--- config.mk ---
export PLATFORM = sky130hd
export DESIGN_NAME = ikc_front
export DESIGN_NICKNAME = d
export VERILOG_FILES = /design/src/rtl/core/ikc_pkg.sv /design/src/rtl/core/ikc_front.sv
export SDC_FILE = /design/constraint.sdc
export NUM_CORES = 1
export LEC_CHECK = 0
export ABC_AREA = 1
export BUFFER_PORTS_ARGS = -buffer_cell sky130_fd_sc_hd__buf_2
export CAP_MARGIN = 20
export CORE_AREA = 2 2 147 135
export DETAILED_ROUTE_END_ITERATION = 8
export DIE_AREA = 0 0 149 137
export GPL_ROUTABILITY_DRIVEN = 0
export PLACE_DENSITY = 0.6
export RECOVER_POWER = 50
export SYNTH_ARGS = -nofsm -noshare
export SYNTH_HDL_FRONTEND = slang
export SYNTH_SLANG_ARGS = --single-unit
--- constraint.sdc ---
create_clock -name clk -period 2.95 [get_ports clk]
set_input_delay 0.4425 -clock clk [delete_from_list [all_inputs] [get_ports clk]]
set_output_delay 0.4425 -clock clk [all_outputs]
set_load 0.1 [all_outputs]
--- src/rtl/core/ikc_pkg.sv ---
// Shared types, constants and codes of the image kernel convolution block.
package ikc_pkg;

  localparam int MAX_KERNEL = 7;
  localparam int MAX_WIDTH  = 1024;
  localparam int LIMIT_ROWS = 4096;
  localparam int RING_ROWS  = 2 * MAX_KERNEL;
  localparam int EDGE_VALUE = 255;

  localparam int TAP_DEPTH  = MAX_KERNEL * MAX_KERNEL;
  localparam int LINE_DEPTH = RING_ROWS * MAX_WIDTH;
  localparam int TAP_AW     = $clog2(TAP_DEPTH);
  localparam int LINE_AW    = $clog2(LINE_DEPTH);
  localparam int COL_W      = $clog2(MAX_WIDTH);
  localparam int ROW_W      = $clog2(LIMIT_ROWS) + 1;
  localparam int RING_W     = $clog2(RING_ROWS);
  localparam int LIN_W      = $clog2(MAX_WIDTH * LIMIT_ROWS) + 1;

  localparam int CQ_DEPTH   = 4;
  localparam int CQ_AW      = $clog2(CQ_DEPTH);
  localparam int RQ_DEPTH   = 2;
  localparam int RQ_AW      = $clog2(RQ_DEPTH);

  typedef enum logic [1:0] {
    ACT_TAP   = 2'd0,
    ACT_PIXEL = 2'd1,
    ACT_DRAIN = 2'd2,
    ACT_NONE  = 2'd3
  } action_t;

  typedef enum logic [1:0] {
    CFG_KERNEL  = 2'd0,
    CFG_DIVISOR = 2'd1,
    CFG_WIDTH   = 2'd2,
    CFG_HEIGHT  = 2'd3
  } cfg_idx_t;

  typedef enum logic [1:0] {
    CMD_NOP   = 2'd0,
    CMD_TAP   = 2'd1,
    CMD_PIXEL = 2'd2,
    CMD_DRAIN = 2'd3
  } cmd_kind_t;

  typedef enum logic [2:0] {
    BK_IDLE,
    BK_CHECK,
    BK_ISSUE,
    BK_FLUSH,
    BK_DIVPRE,
    BK_DIV,
    BK_PUSH
  } bk_state_t;

  typedef struct packed {
    logic [1:0]         action;
    logic [7:0]         pix_blue;
    logic [7:0]         pix_green;
    logic [7:0]         pix_red;
    logic [2:0]         tap_row;
    logic [2:0]         tap_col;
    logic signed [15:0] tap_weight;
  } in_t;

  typedef struct packed {
    logic [7:0] res_blue;
    logic [7:0] res_green;
    logic [7:0] res_red;
    logic       frame_done;
  } res_t;

  typedef struct packed {
    cmd_kind_t          kind;
    logic [TAP_AW-1:0]  tap_idx;
    logic signed [15:0] weight;
    logic [23:0]        pixel;
  } cmd_t;

endpackage

--- src/rtl/core/ikc_front.sv ---
// Front end: decodes input requests and queues them for the engine.
module ikc_front (
  input  logic         clk,
  input  logic         rst_n,
  input  ikc_pkg::in_t in_data,
  input  logic         in_push,
  output logic         in_full,
  output ikc_pkg::cmd_t q_head,
  output logic         q_empty,
  input  logic         q_pop
);
  import ikc_pkg::*;

  cmd_t              q_mem [CQ_DEPTH];
  cmd_t              cmd;
  logic [CQ_AW-1:0]  wr_ptr_r, rd_ptr_r;
  logic [CQ_AW:0]    count_r;
  logic              push_ok, pop_ok;

  // Decode the action; a tap outside the kernel grid turns into a no-op.
  always_comb begin
    cmd         = '0;
    cmd.kind    = CMD_NOP;
    cmd.tap_idx = TAP_AW'(in_data.tap_row) * TAP_AW'(MAX_KERNEL) + TAP_AW'(in_data.tap_col);
    cmd.weight  = in_data.tap_weight;
    cmd.pixel   = {in_data.pix_red, in_data.pix_green, in_data.pix_blue};
    case (in_data.action)
      ACT_TAP: begin
        if (in_data.tap_row < 3'(MAX_KERNEL) && in_data.tap_col < 3'(MAX_KERNEL)) begin
          cmd.kind = CMD_TAP;
        end
      end
      ACT_PIXEL: cmd.kind = CMD_PIXEL;
      ACT_DRAIN: cmd.kind = CMD_DRAIN;
      default:   cmd.kind = CMD_NOP;
    endcase
  end

  assign in_full = (count_r == (CQ_AW+1)'(CQ_DEPTH));
  assign q_empty = (count_r == '0);
  assign push_ok = in_push && !in_full;
  assign pop_ok  = q_pop && !q_empty;
  assign q_head  = q_mem[rd_ptr_r];

  always_ff @(posedge clk) begin
    if (push_ok) begin
      q_mem[wr_ptr_r] <= cmd;
    end
  end

  always_ff @(posedge clk) begin
    if (!rst_n) begin
      wr_ptr_r <= '0;
      rd_ptr_r <= '0;
      count_r  <= '0;
    end else begin
      if (push_ok) wr_ptr_r <= wr_ptr_r + 1'b1;
      if (pop_ok)  rd_ptr_r <= rd_ptr_r + 1'b1;
      count_r <= count_r + (CQ_AW+1)'(push_ok) - (CQ_AW+1)'(pop_ok);
    end
  end

endmodule

# Yosys cells after proc, flatten, opt, wreduce, memory -nomap -nowiden

Memories as Yosys holds them, arrays and structs flattened. A register that Yosys moved wholly into a read port is not among the register bits.
Cells that the tools add are included.

Register bits after elaboration: 7
Bits in writable memories: 192
Input port bits: 52
Output and inout port bits: 50
Logic and storage cells: 28
Memories kept: 1

Memory list:

| memory | depth | bits a word | rd ports | clocked after memory_dff | write ports | RTL line        | RTL |
|---|---|---|---|---|---|---|---|
| q_mem  | 4     | 48          | 1        | 1                        | 1           | ikc_front.sv:14 | `cmd_t q_mem [CQ_DEPTH];` |

$add $sub $neg: 5
Multiply operators: 1
Magnitude comparators: 2
Equal/unequal tests: 3
Muxes and demuxes: 6
Reduce and logical (&&, ||, !) cells: 7

Operators with widths:

| cell                                             | number |
|---|---|
| adder 6 x 3 -> 6 bit                             | 1 |
| < comparator 3 bit, second input constant        | 2 |
| multiplier 3 x 3 -> 6 bit, second input constant | 1 |
| one-hot mux 2 bit (3 select lines)               | 1 |
| adder 2 x 1 -> 2 bit, second input constant      | 2 |
| 2-to-1 mux 2 bit                                 | 2 |
| adder 3 x 1 -> 3 bit                             | 1 |
| == test 3 bit, second input constant             | 1 |
| logical AND 1 bit                                | 3 |
| logical NOT 3 bit                                | 1 |
| 2-to-1 mux 1 bit                                 | 3 |
| subtractor 3 x 1 -> 3 bit                        | 1 |
| == test 2 x 1 -> 1 bit, second input constant    | 1 |
| == test 2 bit, second input constant             | 1 |
| logical NOT 1 bit                                | 2 |
| logical NOT 2 bit                                | 1 |

# Logic depth before layout (Yosys ltp)

Gate-level depths: netlist of the first run.

Depth after elaboration: 5
Depth in mapped cells: 11
Mapped depth without buffers: 11

# Least setup slack after synthesis of the first run

Ideal clock, no wire load.

Path kind: flip-flop to flip-flop
Start point: reg count_r[1]
End point: mem q_mem[0][0] (netlist bit), enable pin
Setup time: 0.454 ns
Data arrival time: 2.737 ns
Data required time: 2.496 ns
Slack: -0.240 ns
Stages on the path, launching flop included: 5
Buffers on the path: 0
Clock period less this slack: 3.190 ns
Cells stage by stage: dfxtp_1 nor2_1 nand2_1 nand2_1 nor2_1

Word-level cells in the longest chain between the ends: 5

RTL lines:

| item                                   | RTL line        | RTL |
|---|---|---|
| from (decl)                            | ikc_front.sv:17 | `logic [CQ_AW:0] count_r;` |
| from (signal assigned)                 | ikc_front.sv:59 | `count_r <= count_r + (CQ_AW+1)'(push_ok) - (CQ_AW+1)'(pop_ok);` |
| == test 3 bit                          | ikc_front.sv:39 | `assign in_full = (count_r == (CQ_AW+1)'(CQ_DEPTH));` |
| logical NOT 1 bit                      | ikc_front.sv:41 | `assign push_ok = in_push && !in_full;` |
| logical AND 1 bit                      | ikc_front.sv:41 |  |
| 2-to-1 mux 1 bit                       | ikc_front.sv:46 | `if (push_ok) begin` |
| 2-to-1 mux 1 bit (implied by the code) | ikc_front.sv:47 | `q_mem[wr_ptr_r] <= cmd;` |
| to (decl)                              | ikc_front.sv:14 |  |

No other way between the ends.

==> metrics, run 1 <==
IO buf count 101; post-synthesis cell type count 26; fin crit period 2.81 ns; Initial Util 42.5%; Post-Route Setup TNS 0 ns; antenna fix cells 0; CTS buffer count 22; vias in the first global route 4,884; Rows 48; GRT overflow 0; startpoint class of the critical path flop; Core ar. 18,900 sq um; Final Max Tran Viols 48; FMAX 356 MHz; Clock power frac 23.2%; switch share 44.0%; failing checks capacitance limit, slew limit; share of the synthesized area in the top cell type 71.9%; first drt pass iteration count 4; # clock sinks 201; vias per cell 5.12; Tcrit/Tclk final 95.3%; Int Pwr 5.81 mW; delay of the slowest critical-path stage 0.46 ns; Area Growth Syn to Fin 19.1%; RSZ-0062 raised after global routing no; Max IR drop VDD 0.000864 V; register area share after synthesis 74.1%; Reg power frac 35.2%; Worst Path Max Fanout 58; first-pass GRT wire length 25,700 um; flop-to-flop setup slack 0.31 ns; CTS tree built; Warnings, synthesis 0; largest cells by area after synthesis edfxtp_1 (72%), o21ai_0 (5.6%), nor2_1 (4.6%); Worst-path clk slew 0.05 ns; Pwr per Cell Area 1090 nW/um^2; DRT iter0 DRCs 323; synthesized area 8020 sq um; routed vias 4,867; fin area 9550 sq um; worst hold slack 0.206 ns; drc violations 0; CP Data Required Time 2.51 ns; CP Class flop to output port; status complete, but fails checks; crit path cell chain inv_6 -> buf_4 -> nor2_1 -> o22ai_1 -> buf_2; critical path capture point type output port; initial antenna violation count 0; GR Util All Layers 16.4%; die height 137 um; Slew headroom -0.284%; Fin. Hold Viols 0; Yosys reg bits 201; placed inst area 9010 sq um; static leakage 3.39 nW; Setup Skew 0.00821 ns; syn_nets 654; Avg Inst Size Synth 13.8 sq um; clk buf depth 3; Min-Delay Path Class input pin to flop; Die ar. 20,400 sq um; pin count of the biggest net entering global routing 59; layout cells sized above 1 16.5%; Routed WL 16,600 um; worst path arrival time 2.37 ns; Pwr Total 10.4 mW; combinational share of power 41.6%; wire per inst 17.5 um; CTS H-tree depth 1; Final Setup Violations 0; worst slew pin tran 1.50 ns; io pins 102; fin nets 761; CP max-delay cell buf_2; DRT antenna net count 0; die width 149 um; setup repair bufs after CTS 0; worst-skew pair later-pin latency 0.49 ns; post-DP HPWL 9520 um; Net Switching 4.57 mW; maximum capacitance violations 1; Synth area leader edfxtp_1; Cells after Synth 580; hold buffers post-CTS 0; Fill cells 1,620; Root Buffer clkbuf_16
==> placed cells by master (no fill, tap or decap) <==
master / instances
clkbuf_1: 48
o21ai_0: 89
nand3_1: 7
edfxtp_1: 192
nand2_1: 20
clkbuf_16: 23
nor2_1: 95
buf_6: 1
buf_4: 7
nand4_1: 1
ha_1: 17
clkbuf_4: 1
clkbuf_2: 3
buf_2: 44
inv_2: 1
inv_1: 32
inv_6: 1
buf_12: 16
xnor2_1: 1
a21boi_0: 1
o21ai_1: 9
a21oi_1: 6
dfxtp_4: 1
fa_1: 5
dfxtp_1: 7
o22ai_1: 48
clkinv_2: 3
clkinv_1: 6
nor2_2: 10
nand3b_1: 1
nor2_4: 4
dfxtp_2: 1
==> routing by layer <==
layer,share of wire [%],GRT usage [%],wire [um],vias up
met5,0,0,0,-
met4,1.7,4.07,286,0
met3,5.7,3.37,945,24
met2,51,29.1,8420,120
met1,42,20.6,6990,2387
li1,-,-,-,2336
==> power groups by stage <==
stage / Sequential, mW / Combinational [mW] / Clock, mW
3_5_place_dp: 3.70 / 4.38 / 0
2_1_floorplan: 3.65 / 3.39 / 0
5_1_grt: 3.69 / 4.55 / 2.57
6_report: 3.66 / 4.32 / 2.41
4_1_cts: 3.64 / 4.39 / 2.46
3_3_place_gp: 3.68 / 4.31 / 0
==> critical path, delay by kind of cell (launching register included) <==
family | cells | cell delay [ns]
buf+inv | 3 | 1.14
flops | 1 | 0.44
compound gates | 1 | 0.20
simple gates | 1 | 0.06
==> layout make-up <==
cell class	count	area, sq um	share of cell area (%)
inverters	34	133	1.39
multi-input cells	314	1740	18.2
well taps	250	313	3.27
flip-flops and latches	201	5950	62.3
clock inverters	9	37.5	0.393
clock buffers	29	598	6.26
repair buffers	114	785	8.21
==> flip-flops by register name (all words and copies together), names as in the netlist, named ones only <==
name,flops
rd_ptr_r,2
wr_ptr_r,2
count_r,3
q_mem,192
==> path summary, 6_finish.rpt <==
kind | cells after the start | to | startpoint
worst max-delay path | 5 | q_head[31] | flop
worst max register to register | 5 | q_mem[1][16] | count_r[1]
worst min register to register | 2 | rd_ptr_r[0] | rd_ptr_r[0]
worst min-delay path | 1 | q_mem[2][10] | in_data[32]
==> repair_timing <==
| action | in CTS | in global routing |
|---|---|---|
| resized for setup | 0 | 2 |
| endpoints found under the hold margin | 0 | 0 |
| endpoints found under the setup margin | 0 | 3 |
==> metrics by stage <==
| step | worst slack, ns | utilization [%] | cells |
|---|---|---|---|
| global route | 0.00600 | 50.7 | 951 |
| floorplan | -0.240 | - | 580 |
| CTS | 0.0486 | 51.1 | 951 |
| global placement | 0.207 | 47.8 | 913 |
| finish | 0.139 | 50.7 | 951 |
| detailed placement | 0.157 | 47.8 | 913 |
==> logic make-up (layout without fill, tap and decap cells) <==
logic type      count (synthesis)  count (layout)  share of synthesized area [%]
fa+ha+maj                      22              22                           3.90
simple gates                  138             138                           6.96
compound gates                153             153                           10.3
buf+inv                        65             186                           4.59
flops                         201             201                           74.1
xor+xnor                        1               1                          0.109
==> cell usage after synthesis, drive strengths merged <==
master,n
edfxtp,192
nor2,109
o21ai,98
o22ai,48
inv,34
nand2,20
buf,19
ha,17
clkbuf,12
dfxtp,9
nand3,7
a21oi,6
fa,5
a21boi,1
nand3b,1
nand4,1
xnor2,1
Note: power is estimated with default switching activity, not from simulation.
==> run 2: changes to the inputs <==
- CORE_AREA: 2 2 147 135 -> 2 2 115 173
- DIE_AREA: 0 0 149 137 -> 0 0 117 175
==> run 2 against run 1 <==
Net effect:
- the run still ends with capacitance limit, slew limit left
- count of clock-buffer cells in the layout decreased by 4
- combinational power shrank 5.1%
- sequential power hardly changed
- worst hold slack improved by 0.016 ns
- setup slack better by 0.035 ns
- cell area shrank 2.2%
- non-clock buffer count rose by 1
- critical path depth unchanged
- utilization down 1.5 points
- routed wire length increased by 1.3%
- final cell count rose by 0.32%
- flip-flop and latch count stayed put
==> metrics, run 2 (synthesis gave the netlist of run 1 again) <==
CP Class flop to output port; Fin. Hold Viols 0; maximum capacitance violations 1; vias in the first global route 5,004; first-pass GRT wire length 25,900 um; Final Max Tran Viols 48; number of gates resized after CTS 0; routed vias 4,869; Root Buffer clkbuf_16; # clock sinks 201; Slew headroom -0.208%; Worst Path Max Fanout 56; fin crit period 2.78 ns; pin count of the biggest net entering global routing 57; DRT antenna net count 0; die width 117 um; Top Registers q_mem x192, count_r x3; CP Data Required Time 2.51 ns; fin cells 954; startpoint class of the critical path flop; worst-skew pair later-pin latency 0.47 ns; Pwr per Cell Area 1060 nW/um^2; RR Endpoint q_mem[2][32]; Tcrit/Tclk final 94.1%; vias per cell 5.10; io pins 102; min-delay src in_data[34]; worst path arrival time 2.33 ns; die height 175 um; initial antenna violation count 1; status complete, but fails checks; wire per inst 17.7 um; IO buf count 101; FMAX 360 MHz; Rows 62; layout cells sized above 1 16.4%; worst slew pin tran 1.50 ns; Area Growth Syn to Fin 16.4%; Routed WL 16,800 um; setup repair bufs after CTS 0; hold path depth 1; Worst Hold Path EP q_mem[0][12]; GR Util All Layers 16.5%; RSZ-0062 raised after global routing no; DRT iter0 DRCs 266; GRT overflow 0; Min-Delay Path Class input pin to flop; Max IR drop VDD 0.000663 V; Worst R2R Start count_r[1]; failing checks capacitance limit, slew limit; worst hold slack 0.222 ns; Core ar. 19,000 sq um; Setup Skew 0.00704 ns; Final Setup Violations 0; Worst-path clk slew 0.06 ns; leading cell types in the layout, fill and taps excluded edfxtp_1 (192), nor2_1 (95), o21ai_0 (89), buf_2 (54); Top reg by flops q_mem; post-placement cell count 920; CTS buffer count 19; Largest register FFs 192; first drt pass iteration count 4; R2R depth 5; drc violations 0; fin nets 759; flop-to-flop setup slack 0.31 ns; Die ar. 20,500 sq um; CTS H-tree depth 1; post-DP HPWL 9980 um; clk buf depth 3; commonest non-fill, non-tap cell in the layout edfxtp_1; hold buffers post-CTS 0; Initial Util 42.2%; CTS tree built; static leakage 3.30 nW; critical path capture point type output port
run 2: metal layers:
metal | track usage (%) | part of all wire [%] | up-vias
li1 | - | - | 2324
met1 | 18.4 | 38 | 2417
met2 | 32.0 | 57 | 106
met3 | 2.15 | 3.5 | 22
met4 | 4.46 | 1.9 | 0
met5 | 0 | 0 | -
run 2: worst max path at each step:
stage	end	from	depth (start not counted)	slack, ns
2_1_floorplan	q_mem[0][0]	count_r[1]	4	-0.24
3_3_place_gp	q_mem[0][45]	in_data[19]	8	0.22
3_5_place_dp	q_mem[0][45]	in_data[19]	8	0.16
4_1_cts	q_head[40]	flop	4	0.14
5_1_grt	q_head[13]	flop	4	0.01
6_report	q_head[8]	flop	5	0.17
run 2: metrics by stage:
stage | power [mW] | worst slack [ns] | util (%) | setup TNS (ns) | instance area [sq um]
final | 9.91 | 0.174 | 49.1 | 0 | 9340
after global routing | 10.3 | 0.0116 | 49.1 | 0 | 9340
after CTS | 10.0 | 0.138 | 49.6 | 0 | 9420
after detailed placement | 7.89 | 0.158 | 46.8 | 0 | 8890
after global placement | 7.81 | 0.219 | 46.8 | 0 | 8890
after floorplan | 7.04 | -0.240 | - | -46.14 | 8020
run 2: layout make-up:
| type | instances | area, sq um |
|---|---|---|
| fill | 1707 | 9670 |
| multi-input combinational | 314 | 1740 |
| antenna | 1 | 2.50 |
| clock inverter | 8 | 35.0 |
| clock buffer | 25 | 498 |
| tap | 256 | 320 |
| timing repair buffer | 115 | 663 |
| sequential | 201 | 5950 |
| inverter | 34 | 133 |
run 2: power breakdown:
| group | switching, mW | internal, mW |
|---|---|---|
| combinational | 3.38 | 0.720 |
| sequential | 0.155 | 3.51 |
| clock | 0.950 | 1.18 |
run 2: critical path, stage by stage (launching register included):
cell,delay [ns]
dfxtp_4,0.52
inv_6,0.14
buf_4,0.28
o21ai_0,0.12
o22ai_1,0.28
buf_2,0.50
