==> src/rtl/core/ikc_pkg.sv <==
// Shared types, constants and codes of the image kernel convolution block.
package ikc_pkg;

  localparam int MAX_KERNEL = 7;
  localparam int MAX_WIDTH  = 1024;
  localparam int LIMIT_ROWS = 4096;
  localparam int RING_ROWS  = 2 * MAX_KERNEL;
  localparam int EDGE_VALUE = 255;

  localparam int TAP_DEPTH  = MAX_KERNEL * MAX_KERNEL;
  localparam int LINE_DEPTH = RING_ROWS * MAX_WIDTH;
  localparam int TAP_AW     = $clog2(TAP_DEPTH);
  localparam int LINE_AW    = $clog2(LINE_DEPTH);
  localparam int COL_W      = $clog2(MAX_WIDTH);
  localparam int ROW_W      = $clog2(LIMIT_ROWS) + 1;
  localparam int RING_W     = $clog2(RING_ROWS);
  localparam int LIN_W      = $clog2(MAX_WIDTH * LIMIT_ROWS) + 1;

  localparam int CQ_DEPTH   = 4;
  localparam int CQ_AW      = $clog2(CQ_DEPTH);
  localparam int RQ_DEPTH   = 2;
  localparam int RQ_AW      = $clog2(RQ_DEPTH);

  typedef enum logic [1:0] {
    ACT_TAP   = 2'd0,
    ACT_PIXEL = 2'd1,
    ACT_DRAIN = 2'd2,
    ACT_NONE  = 2'd3
  } action_t;

  typedef enum logic [1:0] {
    CFG_KERNEL  = 2'd0,
    CFG_DIVISOR = 2'd1,
    CFG_WIDTH   = 2'd2,
    CFG_HEIGHT  = 2'd3
  } cfg_idx_t;

  typedef enum logic [1:0] {
    CMD_NOP   = 2'd0,
    CMD_TAP   = 2'd1,
    CMD_PIXEL = 2'd2,
    CMD_DRAIN = 2'd3
  } cmd_kind_t;

  typedef enum logic [2:0] {
    BK_IDLE,
    BK_CHECK,
    BK_ISSUE,
    BK_FLUSH,
    BK_DIVPRE,
    BK_DIV,
    BK_PUSH
  } bk_state_t;

  typedef struct packed {
    logic [1:0]         action;
    logic [7:0]         pix_blue;
    logic [7:0]         pix_green;
    logic [7:0]         pix_red;
    logic [2:0]         tap_row;
    logic [2:0]         tap_col;
    logic signed [15:0] tap_weight;
  } in_t;

  typedef struct packed {
    logic [7:0] res_blue;
    logic [7:0] res_green;
    logic [7:0] res_red;
    logic       frame_done;
  } res_t;

  typedef struct packed {
    cmd_kind_t          kind;
    logic [TAP_AW-1:0]  tap_idx;
    logic signed [15:0] weight;
    logic [23:0]        pixel;
  } cmd_t;

endpackage

==> src/rtl/core/ikc_res_fifo.sv <==
// Result queue between the engine and the output port.
module ikc_res_fifo (
  input  logic          clk,
  input  logic          rst_n,
  input  logic          push,
  input  ikc_pkg::res_t push_data,
  output logic          full,
  output logic          empty,
  input  logic          pop,
  output ikc_pkg::res_t head
);
  import ikc_pkg::*;

  res_t             mem [RQ_DEPTH];
  logic [RQ_AW-1:0] wr_ptr_r, rd_ptr_r;
  logic [RQ_AW:0]   count_r;
  logic             push_ok, pop_ok;

  assign full    = (count_r == (RQ_AW+1)'(RQ_DEPTH));
  assign empty   = (count_r == '0);
  assign push_ok = push && !full;
  assign pop_ok  = pop && !empty;
  assign head    = mem[rd_ptr_r];

  always_ff @(posedge clk) begin
    if (push_ok) begin
      mem[wr_ptr_r] <= push_data;
    end
  end

  always_ff @(posedge clk) begin
    if (!rst_n) begin
      wr_ptr_r <= '0;
      rd_ptr_r <= '0;
      count_r  <= '0;
    end else begin
      if (push_ok) wr_ptr_r <= wr_ptr_r + 1'b1;
      if (pop_ok)  rd_ptr_r <= rd_ptr_r + 1'b1;
      count_r <= count_r + (RQ_AW+1)'(push_ok) - (RQ_AW+1)'(pop_ok);
    end
  end

endmodule

==> config.mk <==
export PLATFORM = sky130hd
export DESIGN_NAME = ikc_res_fifo
export DESIGN_NICKNAME = d
export VERILOG_FILES = /design/src/rtl/core/ikc_pkg.sv /design/src/rtl/core/ikc_res_fifo.sv
export SDC_FILE = /design/constraint.sdc
export NUM_CORES = 1
export LEC_CHECK = 0
export ABC_AREA = 1
export BUFFER_PORTS_ARGS = -buffer_cell sky130_fd_sc_hd__buf_4
export CAP_MARGIN = 10
export CORE_ASPECT_RATIO = 0.9
export CORE_MARGIN = 2
export CORE_UTILIZATION = 55
export DETAILED_ROUTE_END_ITERATION = 8
export PLACE_DENSITY = 0.9
export SLEW_MARGIN = 20
export SYNTH_ARGS = -nofsm -noshare
export SYNTH_HDL_FRONTEND = slang
export SYNTH_SLANG_ARGS = --single-unit
==> constraint.sdc <==
create_clock -name clk -period 3.5 [get_ports clk]
set_input_delay 0 -clock clk [delete_from_list [all_inputs] [get_ports clk]]
set_output_delay 0 -clock clk [all_outputs]
set_load 0.03 [all_outputs]
Yosys cells after proc, flatten, opt, wreduce, memory -nomap -nowiden
Memories as Yosys holds them, arrays and structs flattened. A register that Yosys moved wholly into a read port is not among the register bits.
Cells that the tools add are included.
- input bits: 29
- memories: 1
- RAM bits: 50
- output and inout port bits: 27
- logic and storage cells: 18
- register bits after elaboration: 4
- memory list (memory ; depth ; bits a word ; rd ports ; clocked after memory_dff ; wr ports ; line ; text):
    mem ; 2 ; 25 ; 1 ; 1 ; 1 ; ikc_res_fifo.sv:14 ; res_t mem [RQ_DEPTH];
- reduce and logical (&&, ||, !) cells: 5
- add/sub/neg operators: 4
- eq/ne operators: 1
- multiplexer cells: 4
- operators by type and width (operator ; count):
    $mux W1 ; 4
    $add A1 B1 Y1 const B ; 2
    $add A2 B1 Y2 ; 1
    $eq A2 B2 Y1 const B ; 1
    $logic_and A1 B1 Y1 ; 2
    $logic_not A1 Y1 ; 2
    $logic_not A2 Y1 ; 1
    $sub A2 B1 Y2 ; 1

Longest topological paths before layout
Gate-level depths: netlist of run 1.
- depth after elaboration: 5
- mapped depth: 11
- depth with buffers taken out: 11

Least setup slack after synthesis of run 1
OpenSTA, ideal clock, no wires.
- path kind: reg-to-reg
- start: register count_r[0]
- end: memory mem[0][0] (netlist bit), enable pin
- arrival: 1625 ps
- setup slack: 1468 ps
- clock period less this slack: 2032 ps
- library setup time: 407 ps
- required time: 3093 ps
- cell stages (with the launch flop): 5
- path buffers: 0
- cells stage by stage: dfxtp_1 > inv_1 > nand2_1 > nand2_1 > nor2_1
- cells in the longest elaborated chain, start to end: 5
- RTL lines (element ; line ; text):
    start, declared ; ikc_res_fifo.sv:16 ; logic [RQ_AW:0] count_r;
    start signal, assigned ; ikc_res_fifo.sv:39 ; count_r <= count_r + (RQ_AW+1)'(push_ok) - (RQ_AW+1)'(pop_ok);
    $eq A2 B2 Y1 ; ikc_res_fifo.sv:19 ; assign full = (count_r == (RQ_AW+1)'(RQ_DEPTH));
    $logic_not A1 Y1 ; ikc_res_fifo.sv:21 ; assign push_ok = push && !full;
    $logic_and A1 B1 Y1 ; ikc_res_fifo.sv:21 ;
    $mux W1 ; ikc_res_fifo.sv:26 ; if (push_ok) begin
    $mux W1 (not written as such) ; ikc_res_fifo.sv:27 ; mem[wr_ptr_r] <= push_data;
    end, declared ; ikc_res_fifo.sv:14 ;
Every way passes these cells.

==> flow_summary.yaml, run 1 <==
clock_network:
  insertion_delay_ns: 0.30
  clock_path_buffers: 2
  ctsResizeCount: 0
  clkSlewWorstSetupHoldPaths_ns: 0.09
  root_buffer: "clkbuf_8"
  post_cts_buffers: 0
  cts_hold_buf: 28
  numCtsBuffers: 5
  h-tree-depth: 2
  clock_sinks: 55
  tritoncts: "built"
yosys:
  synth_xor_area_share_pct: 0
  synth_simple_gate_area_share_pct: 3.654
  post_synth.cell_area_avg_um2: 18.60
  synth_compound_area_share_pct: 0.4640
  synthesis.instances: 116
  synth_area_leader_cell: "edfxtp_1"
  yosysWarnings: 0
  synth_top_area_share_pct: 69.61
  synth_sequential_area_ratio_pct: 74.25
  synth_area_leaders: "edfxtp_1 70%, mux2_4 14%, dfxtp_1 4.6%, mux2_2 2.6%, buf_12 1.9%"
  syn_area_um2: 2157
  synth_nets: 147
  yosys.area_share.adder_pct: 1.160
  ys_ff_latch: 55
  synth.area.mux_share_pct: 16.53
  synth_top_family_by_area: "multiplexers"
  synth_cell_types: 12
route:
  drt_iter0_markers: 67
  remaining_drc_errors: 0
  wl_per_cell_um: 16.72
  dr.pass1.iters: 4
  viasPerCell: 4.960
  vias: 1250
  antenna_left: 0
  wirelength_um: 4213
setup_path:
  cp_max_fo: 14
  cp_data_required_time_ns: 3.50
  critPathCaptureType: "primary output"
  critPathTopFamily: "flip-flops"
  path_buf_inv: 2
  cp-start-kind: "flop"
  cp_cell_sequence: "buf_4 > mux2_2 > buf_4"
  crit_top_cell: "buf_4"
  path_class: "flop to primary output"
  cp.arrival_ns: 2.02
  cpPeakStageDelay_ns: 0.79
  slowest_stage: "dfxtp_1"
timing:
  setup_ws_ns: 1.482
  slew_viol_final: 0
  totalNegativeSetupSlack_ns: 0
  period_share_pct: 57.67
  max_slew_margin_pct: 34.26
  fmax_mhz: 495.4
  tightest_slew_ns: 0.9851
  setup_viol: 0
  fin_worst_skew_ns: 0.006855
  hold_viol: 0
  grt_setup_unrepaired: "false"
  finalHoldWorstSlack_ns: 0.4198
  finalCriticalPeriod_ns: 2.018
placed_design:
  gp_congestion: 0.7676
  portBuffers: 55
  dp.cells: 216
  dp_hpwl_um: 2636
  dpl_worst_slack_ns: 1.735
grt:
  grt_pass1_wl_um: 6313
  overflow: 0
  track_usage_pct: 19.74
  grt_pass1_vias: 1304
  antenna_found_initial: 0
  grt_max_degree: 26
final_layout:
  syn_to_final_growth_pct: 38.17
  nets: 236
  antenna_cells: 0
  final_common_cell: "buf_4"
  stdcell_count: 252
  fillCellCount: 196
  drive_above_1_share_pct: 43.20
  mostFrequentLayoutCells: "57 x buf_4, 50 x edfxtp_1, 28 x dlygate4sd3_1, 20 x mux2_4"
floorplanning:
  die_h_um: 63.41
  dieWidth_um: 70.01
  start_util_pct: 57.81
  dieArea_um2: 4439
  io_pins: 56
  row_count: 21
  core_area_um2: 3731
power:
  p_total_mw: 2.050
  p_int_mw: 1.387
  p_sw_mw: 0.6626
  power.density_nw_per_um2: 687.9
  pwr-share-seq_pct: 43.6
  power_switching_share_pct: 32.32
  p_leak_nw: 1.224
  pwr-share-comb_pct: 36.9
  vdd_drop_max_uv: 536.6
  pwr-share-clk_pct: 19.5
status:
  status: "finished, final reports clean"
flow_run:
  max_cap_violations: 0
min_path:
  hold_class: "input pin to flop"
-- path summary, 6_finish.rpt --
path | start | end | slack (ns) | cells past startpoint
setup / recovery | flop | head[12] | 1.48 | 3
setup reg to reg | count_r[0]$_SDFF_PN0_ | mem[0][16]$_DFFE_PP_ | 1.71 | 5
hold / removal | push_data[3] | mem[1][3]$_DFFE_PP_ | 0.42 | 2
hold reg to reg | rd_ptr_r$_SDFFE_PN0P_ | flop | 0.54 | 2
-- power by group through the flow --
stage | Combinational (mW) | Sequential (mW) | Clock, mW
4_1_cts | 0.755 | 0.892 | 0.401
3_3_place_gp | 0.704 | 0.898 | 0
2_1_floorplan | 0.547 | 0.875 | 0
5_1_grt | 0.804 | 0.901 | 0.432
3_5_place_dp | 0.729 | 0.908 | 0
6_report | 0.756 | 0.894 | 0.401
-- registers in the layout, indices dropped and copies added, names as in the netlist, named ones only --
register	count
count_r	2
mem	50
wr_ptr_r	1
rd_ptr_r	1
-- area by class of cell --
| cell class | instances | area [um^2] | share of cell area (%) |
|---|---|---|---|
| Tap cell | 46 | 57.56 | 1.931 |
| Clock inverter | 1 | 30.03 | 1.008 |
| Multi-Input combinational cell | 49 | 473.0 | 15.87 |
| Sequential cell | 55 | 1602 | 53.74 |
| Clock buffer | 7 | 76.32 | 2.561 |
| Inverter | 9 | 33.78 | 1.134 |
| Timing Repair Buffer | 85 | 708.2 | 23.76 |
-- cell usage after synthesis (all sizes together) --
library cell and number:
nand2 9, mux2 25, dfxtp 5, nor2 8
buf 3, edfxtp 50, a21oi 2, ha 2
inv 9, nand3 3
-- cell families after synthesis --
| logic type | count (synthesis) |
|---|---|
| buffers and inverters | 12 |
| adder cells (fa/ha/maj) | 2 |
| AO/OA/AOI/OAI | 2 |
| flip-flops | 55 |
| multiplexers | 25 |
| AND/OR/NAND/NOR | 20 |
-- stage by stage --
stage	cell area (um^2)	utilization (%)
after floorplan	2157	-
after detailed placement	2594	69.52
after global routing	2980	79.88
after CTS	2980	79.88
after global placement	2594	69.52
final	2980	79.88
-- metal layers --
layer / global-route usage, % / up-vias / share of wire [%]
met5: 0 / - / 0
met4: 10.82 / 0 / 3.0
met3: 3.840 / 12 / 5.8
met2: 35.36 / 50 / 53
met1: 22.08 / 589 / 38
li1: - / 599 / -
No activity file was read; power rests on OpenSTA's default activity.
==> run 2, diff against run 1 <==
--- a/config.mk
+++ b/config.mk
@@ -10,9 +10,9 @@
 export CAP_MARGIN = 10
 export CORE_ASPECT_RATIO = 0.9
 export CORE_MARGIN = 2
-export CORE_UTILIZATION = 55
+export CORE_UTILIZATION = 52
 export DETAILED_ROUTE_END_ITERATION = 8
-export PLACE_DENSITY = 0.9
+export PLACE_DENSITY = 0.86
 export SLEW_MARGIN = 20
 export SYNTH_ARGS = -nofsm -noshare
 export SYNTH_HDL_FRONTEND = slang
==> constraint.sdc (replaced) <==
create_clock -name clk -period 1.93 [get_ports clk]
set_input_delay 0 -clock clk [delete_from_list [all_inputs] [get_ports clk]]
set_output_delay 0 -clock clk [all_outputs]
set_load 0.03 [all_outputs]
==> flow_summary.yaml, run 2 (synthesis results as in run 1) <==
status:
  status: "finished, final reports clean"
final_layout:
  multi_input_area_um2: 473.0
  mostFrequentLayoutCells: "61 x buf_4, 50 x edfxtp_1, 27 x dlygate4sd3_1, 20 x mux2_4"
  antenna_cells: 0
  final_common_cell: "buf_4"
  fillCellCount: 246
  drive_above_1_share_pct: 45.45
  syn_to_final_growth_pct: 40.60
  seqCellArea_um2: 1602
  fin_util_pct: 75.47
  nets: 239
  reg_top3: "mem: 50 flops, count_r: 2 flops"
  largest_reg_flops: 50
  regMostFlops: "mem"
timing:
  finalCriticalPeriod_ns: 1.709
  fmax_mhz: 585.2
  totalNegativeSetupSlack_ns: 0
  fin_worst_skew_ns: 0.004975
  tightest_slew_ns: 0.2602
  slew_viol_final: 0
  setup_viol: 0
  hold_viol: 0
  period_share_pct: 88.54
  max_slew_margin_pct: 82.65
  grt_setup_unrepaired: "false"
grt:
  antenna_found_initial: 0
  track_usage_pct: 16.43
  grt_max_degree: 18
  grt_pass1_wl_um: 5678
  overflow: 0
  grt_pass1_vias: 1264
route:
  dr.pass1.iters: 4
  dr.max_layer_used: "met4"
  wirelength_um: 3622
  remaining_drc_errors: 0
  vias: 1246
  wl_met2_um: 1908
  route.met3.wl_um: 241
  antenna_left: 0
  routedLengthMet1_um: 1425
  drt_iter0_markers: 99
  viasPerCell: 4.848
  wl_per_cell_um: 14.09
clock_network:
  numCtsBuffers: 5
  clock_path_buffers: 2
  ctsResizeCount: 0
  h-tree-depth: 2
  tritoncts: "built"
  clock_sinks: 55
  root_buffer: "clkbuf_8"
  clkSlewWorstSetupHoldPaths_ns: 0.09
  insertion_delay_ns: 0.29
setup_path:
  critPathCaptureType: "flop"
  cp_max_fo: 4
  cp-start-kind: "flop"
  cp.arrival_ns: 1.91
  path_buf_inv: 3
  cpPeakStageDelay_ns: 0.37
  rrSetupSlack_ns: 0.22
  cp_cell_sequence: "inv_1 > nand2_1 > nand2_1 > ha_1 > inv_1 > ha_1 > inv_1 > nand2_1 > a21oi_1 > nor2_1"
  critPathTopFamily: "adder cells"
  path_class: "flop to flop"
  slowest_stage: "dfxtp_1"
  cp_data_required_time_ns: 2.13
floorplanning:
  die_h_um: 65.10
  io_pins: 56
  core_area_um2: 4019
  dieWidth_um: 71.89
  row_count: 22
  start_util_pct: 53.67
  dieArea_um2: 4680
power:
  vdd_drop_max_uv: 1143
  p_leak_nw: 1.253
  p_total_mw: 3.863
  power.density_nw_per_um2: 1274
placed_design:
  gp_congestion: 0.6426
  dp_hpwl_um: 2556
  portBuffers: 55
min_path:
  hold_class: "input pin to flop"
flow_run:
  max_cap_violations: 0
run 2: changes by cell type in the layout (fill, tap and decap cells not counted):
cell / previous run / this run
clkbuf_1: 2 / 0
dlygate4sd3_1: 28 / 27
clkinvlp_4: 0 / 1
bufinv_16: 1 / 2
buf_4: 57 / 61
run 2: layer usage:
layer,vias up,track usage (%)
li1,604,-
met5,-,0
met4,0,6.368
met3,7,4.755
met2,48,29.17
met1,587,18.76
run 2: through the flow:
stage	worst slack [ns]	hold slack, ns	std cells	instance area (um^2)
2_1_floorplan	0.1786	0.09345	116	2160
3_3_place_gp	0.4894	0.1854	222	2626
3_5_place_dp	0.2798	0.1877	222	2626
4_1_cts	0.2557	0.01783	257	3033
5_1_grt	0.09461	0.04684	257	3033
6_report	0.2212	0.03370	257	3033
run 2: timing repair:
action,in CTS,in global routing
hold buffers,27,0
setup buffers,0,0
endpoints found under the hold margin,55,0
run 2: worst paths after layout:
check | start | to | depth (start not counted)
setup / recovery | count_r[0]$_SDFF_PN0_ | count_r[1]$_SDFF_PN0_ | 10
hold / removal | pop | rd_ptr_r$_SDFFE_PN0P_ | 4
setup reg to reg | count_r[0]$_SDFF_PN0_ | count_r[1]$_SDFF_PN0_ | 10
hold reg to reg | rd_ptr_r$_SDFFE_PN0P_ | rd_ptr_r$_SDFFE_PN0P_ | 2
run 2: final cells by class:
cell class	instances	share of cell area, %
flip-flops and latches	55	52.81
repair buffers	88	24.01
multi-input cells	49	15.59
clock buffers	5	2.269
clock inverters	3	2.228
well taps	48	1.980
inverters	9	1.114
run 2: worst reg2reg max path: cells and delay by family, from the launching register on:
kind | cells | cell delay (ns)
AO/OA/AOI/OAI | 1 | 0.15
AND/OR/NAND/NOR | 4 | 0.40
flip-flops | 1 | 0.37
adder cells (fa/ha/maj) | 2 | 0.50
buffers and inverters | 3 | 0.19
run 2: power breakdown:
part           switching (mW)  internal, mW
logic                   0.797         0.630
clock network           0.344         0.517
registers              0.0605          1.51
total                    1.20          2.66
==> run 3, diff against run 2 <==
--- a/config.mk
+++ b/config.mk
@@ -8,11 +8,13 @@
 export ABC_AREA = 1
 export BUFFER_PORTS_ARGS = -buffer_cell sky130_fd_sc_hd__buf_4
 export CAP_MARGIN = 10
+export CELL_PAD_IN_SITES_DETAIL_PLACEMENT = 0
+export CELL_PAD_IN_SITES_GLOBAL_PLACEMENT = 1
 export CORE_ASPECT_RATIO = 0.9
 export CORE_MARGIN = 2
-export CORE_UTILIZATION = 52
+export CORE_UTILIZATION = 43
 export DETAILED_ROUTE_END_ITERATION = 8
-export PLACE_DENSITY = 0.86
+export PLACE_DENSITY = 0.85
 export SLEW_MARGIN = 20
 export SYNTH_ARGS = -nofsm -noshare
 export SYNTH_HDL_FRONTEND = slang
==> flow_summary.yaml, run 3 (synthesis results as in run 1) <==
route:
  viasPerCell: 4.608
  wirelength_um: 3923
  wl_per_cell_um: 14.37
  antenna_left: 0
  vias: 1258
  dr.pass1.iters: 4
  drt_iter0_markers: 84
  remaining_drc_errors: 0
timing:
  slew_viol_final: 0
  finalCriticalPeriod_ns: 1.673
  fmax_mhz: 597.7
  setup_viol: 0
  max_slew_margin_pct: 77.21
  period_share_pct: 86.69
  grt_setup_unrepaired: "false"
  totalNegativeSetupSlack_ns: 0
  fin_worst_skew_ns: 0.006355
  tightest_slew_ns: 0.3418
  hold_viol: 0
floorplanning:
  dieWidth_um: 78.66
  row_count: 24
  start_util_pct: 44.62
  io_pins: 56
  dieArea_um2: 5600
  die_h_um: 71.19
  core_area_um2: 4835
grt:
  track_usage_pct: 14.76
  antenna_found_initial: 0
  grt_max_degree: 26
  overflow: 0
  grt_pass1_vias: 1374
  grt_pass1_wl_um: 6120
setup_path:
  critPathTopFamily: "adder cells"
  cp_cell_sequence: "inv_1 > nand2_1 > nand2_1 > ha_1 > inv_1 > ha_1 > inv_1 > nand2_1 > a21oi_1 > nor2_1"
  slowest_stage: "dfxtp_1"
  cp_data_required_time_ns: 2.12
  cp-start-kind: "flop"
  path_class: "flop to flop"
  critPathCaptureType: "flop"
  cp_max_fo: 4
  cpPeakStageDelay_ns: 0.37
  path_buf_inv: 3
  cp.arrival_ns: 1.86
placed_design:
  dp_hpwl_um: 2728
  gp_congestion: 0.6520
  portBuffers: 55
  dp.cells: 238
clock_network:
  tritoncts: "built"
  numCtsBuffers: 5
  post_cts_buffers: 0
  insertion_delay_ns: 0.29
  h-tree-depth: 2
  clkSlewWorstSetupHoldPaths_ns: 0.09
  clock_path_buffers: 2
  clock_sinks: 55
  ctsResizeCount: 0
  root_buffer: "clkbuf_8"
  cts_hold_buf: 28
power:
  vdd_drop_max_uv: 657.2
  p_total_mw: 3.579
  p_leak_nw: 1.232
  power.density_nw_per_um2: 1192
final_layout:
  fillCellCount: 365
  mostFrequentLayoutCells: "60 x buf_4, 50 x edfxtp_1, 28 x dlygate4sd3_1, 20 x mux2_4"
  regMostFlops: "mem"
  final_common_cell: "buf_4"
  largest_reg_flops: 50
  reg_top3: "mem: 50 flops, count_r: 2 flops"
  nets: 239
  stdcell_count: 273
  drive_above_1_share_pct: 44.71
  antenna_cells: 0
  syn_to_final_growth_pct: 39.21
status:
  status: "finished, final reports clean"
min_path:
  hold_class: "input pin to flop"
flow_run:
  max_cap_violations: 0
-- run 3: cell types whose count changed in the layout (fill, tap and decap cells not counted) --
cell	change
bufinv_16	-2
buf_4	-1
clkinv_2	+1
clkinv_4	+1
clkinvlp_4	-1
dlygate4sd3_1	+1
-- run 3: layout make-up --
| cell class | count | area [um^2] | share of cell area, % |
|---|---|---|---|
| Tap cell | 65 | 81.33 | 2.708 |
| Clock buffer | 5 | 68.82 | 2.292 |
| Sequential cell | 55 | 1602 | 53.33 |
| Inverter | 9 | 33.78 | 1.125 |
| Clock inverter | 2 | 13.76 | 0.4583 |
| Timing Repair Buffer | 88 | 730.7 | 24.33 |
| Multi-Input combinational cell | 49 | 473.0 | 15.75 |
-- run 3: per-layer routing --
layer | part of all wire (%) | up-vias | wire length, um | track usage [%]
li1 | - | 604 | - | -
met1 | 38 | 610 | 1508 | 14.51
met2 | 56 | 38 | 2187 | 28.87
met3 | 3.9 | 6 | 152 | 3.189
met4 | 1.9 | 0 | 75 | 7.212
met5 | 0 | - | 0 | 0
-- run 3: worst paths after layout --
kind / start / to / slack [ns] / depth (start not counted)
worst min register to register: rd_ptr_r$_SDFFE_PN0P_ / flop / 0.52 / 2
worst max register to register: count_r[0]$_SDFF_PN0_ / count_r[1]$_SDFF_PN0_ / 0.26 / 10
worst max-delay path: count_r[0]$_SDFF_PN0_ / count_r[1]$_SDFF_PN0_ / 0.26 / 10
worst min-delay path: push_data[12] / mem[0][12]$_DFFE_PP_ / 0.43 / 2
-- run 3: where the power goes --
group          switching (mW)  internal [mW]  leakage, nW
combinational           0.795          0.623        0.679
clock                   0.333          0.249       0.0440
sequential             0.0648           1.52        0.508
total                    1.19           2.39         1.23
-- run 3: worst reg2reg max path, cell delays in order (launching register included) --
cell	delay, ns
dfxtp_1	0.37
inv_1	0.06
nand2_1	0.11
nand2_1	0.11
ha_1	0.29
inv_1	0.04
ha_1	0.19
inv_1	0.08
nand2_1	0.08
a21oi_1	0.17
nor2_1	0.06
-- run 3: per-stage QoR --
step	util, %	cell area [um^2]	hold WS (ns)	setup slack (ns)
after CTS	62.11	3003	0.4160	0.2438
after global routing	62.11	3003	0.4233	0.1358
after global placement	54.61	2640	0.1843	0.4836
final	62.11	3003	0.4290	0.2569
after detailed placement	54.61	2640	0.1882	0.2572
after floorplan	-	2160	0.09345	0.1786
